### config.mk
export PLATFORM = sky130hd
export DESIGN_NAME = rmf_chain
export DESIGN_NICKNAME = d
export VERILOG_FILES = /design/src/hw/rtl/rmf_pkg.sv /design/src/hw/rtl/rmf_cell.sv /design/src/hw/rtl/rmf_chain.sv
export SDC_FILE = /design/constraint.sdc
export NUM_CORES = 1
export LEC_CHECK = 0
export ABC_AREA = 1
export CORE_ASPECT_RATIO = 1.5
export CORE_MARGIN = 1
export CORE_UTILIZATION = 47
export CTS_BUF_LIST = sky130_fd_sc_hd__clkbuf_2 sky130_fd_sc_hd__clkbuf_4 sky130_fd_sc_hd__clkbuf_8
export DETAILED_ROUTE_END_ITERATION = 16
export DONT_BUFFER_PORTS = 1
export SLEW_MARGIN = 20
export SYNTH_ARGS = -nofsm -noshare
export SYNTH_HDL_FRONTEND = slang
export SYNTH_SLANG_ARGS = --single-unit
### constraint.sdc
create_clock -name clock -period 2.6 [get_ports clock]
set_input_delay 0 -clock clock [delete_from_list [all_inputs] [get_ports clock]]
set_output_delay 0 -clock clock [all_outputs]
set_load 0.01 [all_outputs]
### src/hw/rtl/rmf_pkg.sv
// Shared types and constants for the RGB median filter.
// Used by the sort cell, the sort chain and the top level; no dependencies.
`timescale 1ns / 1ps

package rmf_pkg;

   localparam int DEF_MAX_WIDTH  = 1024;
   localparam int DEF_MAX_HEIGHT = 1024;
   localparam int DEF_MAX_RADIUS = 3;

   localparam int CH_W = 8;

   localparam logic [1:0] REG_IMAGE_WIDTH   = 2'd0;
   localparam logic [1:0] REG_IMAGE_HEIGHT  = 2'd1;
   localparam logic [1:0] REG_WINDOW_RADIUS = 2'd2;

   localparam logic FUNC_PIXEL = 1'b0;
   localparam logic FUNC_DRAIN = 1'b1;

   typedef struct packed {
      logic clear;
      logic insert;
      logic shift;
   } rmf_ctl_type;

endpackage

### src/hw/rtl/rmf_cell.sv
// One cell of the insertion sort chain: holds one channel value and its valid bit.
// Depends on rmf_pkg for the control struct.
`timescale 1ns / 1ps

module rmf_cell
   import rmf_pkg::*;
(
   input  logic            clock,
   input  logic            reset,
   input  rmf_ctl_type     ctl,
   input  logic [CH_W-1:0] din,
   input  logic [CH_W-1:0] left_val,
   input  logic            left_valid,
   input  logic            left_le,
   input  logic [CH_W-1:0] right_val,
   input  logic            right_valid,
   output logic [CH_W-1:0] val,
   output logic            valid,
   output logic            le
);

   logic [CH_W-1:0] val_ff, val_in;
   logic            valid_ff, valid_in;

   assign le    = valid_ff && (val_ff <= din);
   assign val   = val_ff;
   assign valid = valid_ff;

   always_comb begin
      val_in   = val_ff;
      valid_in = valid_ff;
      if (ctl.clear) begin
         valid_in = 1'b0;
      end else if (ctl.insert) begin
         if (!le) begin
            if (left_le) begin
               val_in   = din;
               valid_in = 1'b1;
            end else begin
               val_in   = left_val;
               valid_in = left_valid;
            end
         end
      end else if (ctl.shift) begin
         val_in   = right_val;
         valid_in = right_valid;
      end
   end

   always_ff @(posedge clock) begin
      val_ff <= val_in;
      if (reset) begin
         valid_ff <= 1'b0;
      end else begin
         valid_ff <= valid_in;
      end
   end

endmodule

### src/hw/rtl/rmf_chain.sv
// Row of sort cells that keeps one channel's window values in ascending order.
// Depends on rmf_pkg and rmf_cell.
`timescale 1ns / 1ps

module rmf_chain
   import rmf_pkg::*;
#(
   parameter int CELLS = 49
)(
   input  logic            clock,
   input  logic            reset,
   input  rmf_ctl_type     ctl,
   input  logic [CH_W-1:0] din,
   output logic [CH_W-1:0] head
);

   logic [CH_W-1:0] val_w   [CELLS];
   logic            valid_w [CELLS];
   logic            le_w    [CELLS];

   for (genvar i = 0; i < CELLS; i++) begin : g_cell
      logic [CH_W-1:0] lv, rv;
      logic            lvalid, lle, rvalid;
      if (i == 0) begin : g_first
         assign lv     = '0;
         assign lvalid = 1'b1;
         assign lle    = 1'b1;
      end else begin : g_mid
         assign lv     = val_w[i-1];
         assign lvalid = valid_w[i-1];
         assign lle    = le_w[i-1];
      end
      if (i == CELLS - 1) begin : g_last
         assign rv     = '0;
         assign rvalid = 1'b0;
      end else begin : g_inner
         assign rv     = val_w[i+1];
         assign rvalid = valid_w[i+1];
      end
      rmf_cell u_cell (
         .clock       (clock),
         .reset       (reset),
         .ctl         (ctl),
         .din         (din),
         .left_val    (lv),
         .left_valid  (lvalid),
         .left_le     (lle),
         .right_val   (rv),
         .right_valid (rvalid),
         .val         (val_w[i]),
         .valid       (valid_w[i]),
         .le          (le_w[i])
      );
   end

   assign head = val_w[0];

endmodule

; Yosys cells after proc, flatten, opt, wreduce, memory -nomap -nowiden
; Index checks and enable logic that the tools add are counted.
[op_classes]
order_cmp = 49
mux = 390
bitwise = 1
eq_ne = 49
n_reduce_logical = 149
[op_table]
columns = op, count
row1 = $mux W8, 195
row2 = $le A8 B8 Y1, 49
row3 = $mux W1, 195
row4 = $reduce_and A3 Y1, 49
row5 = $ne A2 B2 Y1 const B, 49
row6 = $reduce_and A2 Y1, 49
row7 = $logic_and A1 B1 Y1, 49
row8 = $reduce_bool A2 Y1, 1
row9 = $reduce_or A2 Y1, 1
row10 = $not A1 Y1, 1
[totals]
reg_bits = 441
out_inout_bits = 8
elab_cells = 736
input_bits = 13

; Longest topological paths before layout
; Gate-level depths: netlist (run 1).
[depth]
ltp_word = 5
mapped_depth = 14
mapped_depth_nobuf = 14

; Hierarchy
; A second synthesis (run 1) with hierarchy kept.
[hier_totals]
hier_cells = 4559
hier_area_um2 = 35181.2
[modules_own_cells]
columns = mod, n_inst, area_per_inst_um2, cells_each, seq_area_each_um2
row1 = rmf_cell at g_cell[0].u_cell ..., 36, 718.2, 93, 260.2
row2 = rmf_cell at g_cell[43].u_cell ..., 12, 716.9, 93, 260.2
row3 = rmf_cell at g_cell[24].u_cell, 1, 715.7, 93, 260.2
row4 = rmf_chain, 1, 7.5, 2, 0.0

; Least setup slack after synthesis (run 1)
; Ideal clock, no wire load.
[synth_path]
kind = input to register
startpoint = in din[7]
endpoint = reg g_cell[15].u_cell.val_ff[0] (enable)
required_time_ns = 2.225
n_path_buf = 1
cell_stages = 10
path_slack_ns = -0.227
t_arrival_ns = 2.451
setup_time_ns = 0.375
path_cell_list = clkbuf_1 inv_1 ha_1 nand2_1 nor2_1 nand4_1 nand2_1 nand2_2 nand2_4 a21oi_1
[synth_between]
elab_chain_len = 4
[synth_lines]
columns = element, line_no
row1 = start: declaration, rmf_chain.sv:13  ; input logic [CH_W-1:0] din,
row2 = $le A8 B8 Y1, rmf_cell.sv:25  ; assign le = valid_ff && (val_ff <= din);
row3 = $logic_and A1 B1 Y1, rmf_cell.sv:25
row4 = $ne A2 B2 Y1 (no source line), --
row5 = $reduce_and A3 Y1 (no source line), --
row6 = end signal: assignment, rmf_cell.sv:51  ; val_ff <= val_in;
row7 = end: declaration, rmf_cell.sv:22  ; logic [CH_W-1:0] val_ff, val_in;
; Every way passes these cells.
; A chain may end at the register's enable or synchronous reset.

; Final worst setup path (run 1)
[layout_path]
startpoint = reg g_cell[6].u_cell.val_ff[3]
endpoint = reg g_cell[7].u_cell.val_ff[1], data pin
[layout_between]
elab_chain_len = 5
[layout_lines]
columns = element, line_no
row1 = start: declaration, rmf_cell.sv:22
row2 = start signal: assignment, rmf_cell.sv:51
row3 = $le A8 B8 Y1, rmf_cell.sv:25
row4 = $logic_and A1 B1 Y1, rmf_cell.sv:25
row5 = $mux W8, rmf_cell.sv:36  ; if (left_le) begin
row6 = $mux W8, rmf_cell.sv:35  ; if (!le) begin
row7 = $mux W8, rmf_cell.sv:34  ; end else if (ctl.insert) begin
row8 = end signal: assignment, rmf_cell.sv:51
row9 = end: declaration, rmf_cell.sv:22
; Every way passes these cells. The select of a mux whose other input is x is not followed.

==> flow_metrics.py, run 1 <==
metrics = {
    "global_routing": {
        "grt_util_all_layers": 0.323,
        "grt_first_pass_wirelength_mm": 173,
        "grt_max_degree": 420,
        "grt-ovfl-total": 0,
        "grt_pass1_vias": 30800,
        "antenna_found_initial": 1,
    },
    "setup_path": {
        "path_class": "flip-flop to flip-flop",
        "path_buf_inv": 1,
        "crit_arrival_ns": 2.96,
        "cpMaxStageDelayCell": "dlygate4sd3_1",
        "end_kind": "flip-flop",
        "required_ns": 3.05,
        "cp_cell_sequence": "ha_1, a21oi_1, o21ai_0, nand2_1, nand3_1, nand2_2, nand2_2, nand3_1, dlygate4sd3_1, nand3_1",
        "cp_top_family": "simple AND/OR/NAND/NOR gates",
        "crit_path_max_incr_delay_ns": 0.59,
        "cpMostUsedCell": "nand3_1",
        "startpoint_type": "flip-flop",
        "cp_max_fo": 8,
    },
    "synth": {
        "synth_nets": 4454,
        "ys_ff_latch": 441,
        "ys_seq_area_frac": 0.396,
        "synthCells": 4049,
        "synth_cell_type_count": 34,
        "async_flop_share": 0,
        "synthFlopType": "edfxtp_1",
        "avgSynthCellArea_um2": 7.96,
        "netlist_area_um2": 32200,
        "synth_edf_count": 392,
        "yosys_warnings": 0,
    },
    "floorplan": {
        "die_width_um": 216,
        "rows": 117,
        "start_util": 0.475,
        "die_h_um": 323,
        "core_um2": 67900,
        "dieArea_um2": 69700,
        "ios": 21,
    },
    "routing": {
        "routed_wl_mm": 115,
        "wl_met2_mm": 57.5,
        "dr.pass1.iters": 6,
        "drtIter0Drc": 2430,
        "routed-wl-met3_mm": 7.76,
        "avgViaCountPerCell": 5.88,
        "wire_per_inst_um": 21.4,
        "ant_nets": 0,
        "met1_length_mm": 42.4,
        "drcViolationCount": 0,
        "top_layer_used": "met4",
        "vias": 31500,
    },
    "run": {
        "cap_violations": 0,
    },
    "outcome": {
        "run_status": "finished, final reports clean",
    },
    "cts": {
        "clk_pin_slew_worst_paths_ns": 0.07,
        "clock_latency_ns": 0.70,
        "root_buffer": "clkbuf_8",
        "cts_buffers": 75,
        "clock-sinks": 441,
        "cts_tree": "built",
        "clock_path_buffers": 3,
        "cts.htree.levels": 3,
    },
    "sta": {
        "whs_ns": 0.00552,
        "period_minus_slack_ns": 2.51,
        "maxSlewHeadroom": 0.308,
        "finalHoldViolCount": 0,
        "tightest_slew_ns": 1.03,
        "fin_worst_skew_ns": 0.0446,
        "max_clock_freq_ghz": 0.399,
        "slew_viol_final": 0,
        "setup_viol": 0,
        "fin_ws_ns": 0.0948,
        "period_share": 0.964,
    },
    "placed_design": {
        "gp_congestion": 0.875,
        "place_inst": 4818,
        "dp_slack_ns": 0.347,
        "portBuffers": 0,
        "dp.final_hpwl_mm": 71.3,
    },
    "pwr": {
        "power-per-cell-area_nw_per_um2": 524,
        "ir_worst_vdd_mv": 0.422,
        "p_leak_uw": 0.0169,
    },
    "layout": {
        "fin_nets": 4813,
        "instances_no_fill": 5363,
        "final_cell_mix": "nand3_1, nand2_1, edfxtp_1",
        "area_growth_pct": 21.5,
        "drive_gt1_frac": 0.101,
        "mostFrequentLayoutCell": "nand3_1",
    },
    "min_path": {
        "hp-class": "input pin to flip-flop",
    },
}
-- routing by layer --
metal	GRT usage	up-vias
met5	0	-
met4	0.191	0
met3	0.0483	387
met2	0.578	1300
met1	0.363	14900
li1	-	14900
-- worst reg2reg max path, stage by stage, from the launching register on --
cell and delay, ns:
edfxtp_1 0.42, ha_1 0.32, a21oi_1 0.18, o21ai_0 0.11, nand2_1 0.08, nand3_1 0.10
nand2_2 0.15, nand2_2 0.15, nand3_1 0.11, dlygate4sd3_1 0.59, nand3_1 0.07
-- worst paths after layout --
check	from	endpoint	slack, ns	depth (start not counted)
worst max register to register	g_cell[6].u_cell.val[3]	g_cell[7].u_cell.val[1]	0.09	10
worst min-delay path	din[0]	g_cell[12].u_cell.val[4]	0.006	5
worst min register to register	g_cell[10].u_cell.val[0]	g_cell[9].u_cell.val[0]	0.58	2
worst max-delay path	g_cell[6].u_cell.val[3]	g_cell[7].u_cell.val[1]	0.09	10
-- cell usage after synthesis (7+ instances only) --
| master | instances | area share |
|---|---|---|
| nor2_1 | 225 | 0.026 |
| inv_2 | 10 | 0.0012 |
| buf_2 | 110 | 0.017 |
| ha_1 | 392 | 0.15 |
| nand4_1 | 14 | 0.0027 |
| inv_1 | 225 | 0.026 |
| o21ai_0 | 88 | 0.014 |
| nand3_1 | 1106 | 0.17 |
| nand3b_1 | 20 | 0.0047 |
| nand2_4 | 8 | 0.0028 |
| o22ai_1 | 41 | 0.0080 |
| buf_1 | 31 | 0.0036 |
| o21ai_1 | 11 | 0.0017 |
| buf_6 | 7 | 0.0024 |
| nand2_2 | 15 | 0.0029 |
| edfxtp_1 | 392 | 0.37 |
| a21oi_1 | 231 | 0.036 |
| clkbuf_1 | 50 | 0.0058 |
| buf_4 | 29 | 0.0068 |
| dfxtp_1 | 49 | 0.030 |
| nand2_1 | 972 | 0.11 |
-- state kept, by name, indices dropped and copies added (netlist names) --
register             flops
g_cell.u_cell.valid     49
g_cell.u_cell.val      392
-- final cells by class --
class | count | area (um2)
diodes | 2 | 5.00
clock buffers | 117 | 1410
clock inverters | 21 | 92.6
fillers | 6310 | 28800
inverters | 240 | 940
multi-input cells | 3139 | 17900
flip-flops and latches | 441 | 12800
well taps | 892 | 1120
repair buffers | 511 | 4970
-- kinds of logic after synthesis --
logic type      share of synthesized area
compound gates                     0.0600
fa+ha+maj                           0.152
flops                               0.396
simple gates                        0.328
buf+inv                            0.0646
-- timing repair --
item / CTS / global route
endpoints found under the hold margin: 833 / 186
endpoints found under the setup margin: 0 / 224
hold buffers: 320 / 27
buffers inserted: 0 / 58
gates resized for setup: 0 / 85
-- per-stage QoR --
step,util,total power [uW],instance area (um2),setup TNS (ns)
after floorplan,-,11900,32400,-0.511
after global placement,0.492,13200,33400,0
after detailed placement,0.492,13200,33400,0
after CTS,0.562,20200,38100,0
after global routing,0.577,21500,39200,-0.134
final,0.577,20500,39200,0
-- power by group --
part | switching, uW | internal (uW)
combinational | 2860 | 1980
sequential | 655 | 8450
clock | 3140 | 3440
(Power assumes the default switching activity.)
==> run 2: changes to the inputs <==
--- a/config.mk
+++ b/config.mk
@@ -5,7 +5,6 @@
 export SDC_FILE = /design/constraint.sdc
 export NUM_CORES = 1
 export LEC_CHECK = 0
-export ABC_AREA = 1
 export CORE_ASPECT_RATIO = 1.5
 export CORE_MARGIN = 1
 export CORE_UTILIZATION = 47
==> flow_metrics.py, run 2 <==
metrics = {
    "outcome": {
        "run_status": "finished, violations left",
        "violations": "hold timing, setup timing",
    },
    "cts": {
        "cts_tree": "built",
        "clk_pin_slew_worst_paths_ns": 0.07,
        "cts_buffers": 76,
        "root_buffer": "clkbuf_8",
        "clock-sinks": 441,
        "clock_latency_ns": 0.71,
        "clock_path_buffers": 3,
        "cts.htree.levels": 3,
    },
    "global_routing": {
        "grt_pass1_vias": 30800,
        "grt_max_degree": 863,
        "grt_util_all_layers": 0.325,
        "antenna_found_initial": 3,
        "grt_first_pass_wirelength_mm": 177,
        "grt-ovfl-total": 0,
    },
    "setup_path": {
        "required_ns": 3.04,
        "end_kind": "flip-flop",
        "path_class": "flip-flop to flip-flop",
        "startpoint_type": "flip-flop",
        "cp_max_fo": 8,
        "crit_arrival_ns": 3.13,
    },
    "layout": {
        "largest_reg_flops": 392,
        "mostFrequentLayoutCell": "edfxtp_1",
        "drive_gt1_frac": 0.121,
        "fillers": 6166,
        "final_cell_mix": "edfxtp_1, ha_1, o21ai_0",
        "area_growth_pct": 15.7,
        "fin_nets": 4071,
    },
    "floorplan": {
        "die_h_um": 324,
        "start_util": 0.477,
        "rows": 117,
        "dieArea_um2": 70400,
        "die_width_um": 217,
        "ios": 21,
        "core_um2": 68200,
    },
    "placed_design": {
        "dp.final_hpwl_mm": 76.8,
        "dp_slack_ns": 0.0938,
        "gp_congestion": 0.893,
        "portBuffers": 0,
    },
    "sta": {
        "fin_tns_setup_ns": -0.224,
        "rsz0062_at_grt": "true",
        "max_clock_freq_ghz": 0.372,
        "tightest_slew_ns": 1.44,
        "slew_viol_final": 0,
        "whs_ns": -0.429,
        "setup_viol": 9,
        "period_minus_slack_ns": 2.69,
        "fin_worst_skew_ns": 0.0353,
        "period_share": 1.04,
        "maxSlewHeadroom": 0.0373,
        "finalHoldViolCount": 75,
        "fin_ws_ns": -0.0910,
    },
    "routing": {
        "drtIter0Drc": 2964,
        "drcViolationCount": 0,
        "avgViaCountPerCell": 6.74,
        "wire_per_inst_um": 25.4,
        "vias": 31200,
        "dr.pass1.iters": 9,
        "ant_nets": 0,
        "routed_wl_mm": 117,
    },
    "synth": {
        "netlist.area_leader.share": 0.361,
        "synthFlopType": "edfxtp_1",
        "async_flop_share": 0,
        "netlist_area_um2": 32600,
        "ys_seq_area_frac": 0.392,
        "avgSynthCellArea_um2": 9.19,
        "ys_ff_latch": 441,
        "synthTopCellsByCount": "edfxtp_1, ha_1, o21ai_0, nor2_1, a31oi_1",
        "yosysTopAreaCell": "edfxtp_1",
        "synth_nets": 3949,
        "synthCells": 3544,
        "yosys_warnings": 0,
        "synthTopCellsByArea": "edfxtp_1, ha_1, a31oi_1",
        "synth_cell_type_count": 55,
        "synth_edf_count": 392,
    },
    "min_path": {
        "hp-class": "input pin to flip-flop",
    },
    "pwr": {
        "power-per-cell-area_nw_per_um2": 538,
        "p_leak_uw": 0.0149,
        "ir_worst_vdd_mv": 0.466,
    },
    "run": {
        "cap_violations": 0,
    },
}
==> run 2: cell types whose count changed after synthesis, sizes merged, moves of 115 or more <==
cell,delta
nand2,-830
a21oi,-115
a31oi,+296
o21ai,+280
nor2,+132
nand3,-821
==> run 2: per-layer routing <==
layer	up-vias	wire length [um]	global-route usage
li1	14200	-	-
met1	14900	42300	0.370
met2	1597	57400	0.564
met3	473	9410	0.0478
met4	2	8220	0.210
met5	-	19	0
==> run 2: area by class of cell <==
class / count / area (um2) / share of cell area
clock buffers: 112 / 1400 / 0.0372
clock inverters: 28 / 309 / 0.00820
well taps: 892 / 1120 / 0.0296
flip-flops and latches: 441 / 12800 / 0.338
diodes: 2 / 5.00 / 0.000133
inverters: 139 / 549 / 0.0146
multi-input cells: 2748 / 18900 / 0.502
repair buffers: 260 / 2620 / 0.0695
==> run 2: where the power goes <==
| part | internal (uW) | switching (uW) | total (uW) |
|---|---|---|---|
| Clock | 4160 | 3180 | 7350 |
| Sequential | 8410 | 586 | 9000 |
| Combinational | 1630 | 2310 | 3950 |
| Total | 14200 | 6080 | 20300 |
==> run 2: final timing paths <==
check,start,endpoint,slack [ns],depth (start not counted)
setup / recovery,g_cell[4].u_cell.val[3],g_cell[5].u_cell.val[6],-0.09,7
setup reg to reg,g_cell[4].u_cell.val[3],g_cell[5].u_cell.val[6],-0.09,7
hold / removal,ctl[1],g_cell[21].u_cell.val[2],-0.43,1
hold reg to reg,g_cell[11].u_cell.valid,g_cell[12].u_cell.valid,0.58,1
==> run 2: cells by family (layout without fill, tap and decap cells) <==
group,count (synthesis),count (layout),synth area share
muxes,37,37,0.0120
other,0,2,0
and+or+nand+nor,1112,1112,0.161
DFF,441,441,0.392
buffers and inverters,356,539,0.0419
adders and majority gates,392,392,0.151
AOI/OAI and AO/OA,1206,1207,0.243
==> run 2: metrics by stage <==
stage / instances / hold slack, ns / power (uW) / area (um2) / util
floorplan: 3544 / 0.235 / 11500 / 32800 / -
global placement: 4320 / 0.166 / 12300 / 34000 / 0.499
detailed placement: 4320 / 0.186 / 12500 / 34000 / 0.499
CTS: 4578 / -0.516 / 20100 / 37100 / 0.543
global route: 4621 / -0.471 / 21000 / 37700 / 0.553
finish: 4622 / -0.429 / 20300 / 37700 / 0.553
==> run 2: repair_timing <==
item / 4_1_cts / 5_1_grt
gates resized for setup: 0 / 61
hold buffers: 118 / 17
endpoints found under the setup margin: 0 / 57
endpoints found under the hold margin: 824 / 497
buffers inserted: 0 / 26
==> run 2: worst max-delay path, cell delays in order (launching register included) <==
cell and delay, ns:
edfxtp_1 0.43, ha_1 0.33, and3_1 0.22, a221oi_2 0.39
o21bai_2 0.19, nand3_1 0.12, a31oi_1 0.10, dlygate4sd3_1 0.66
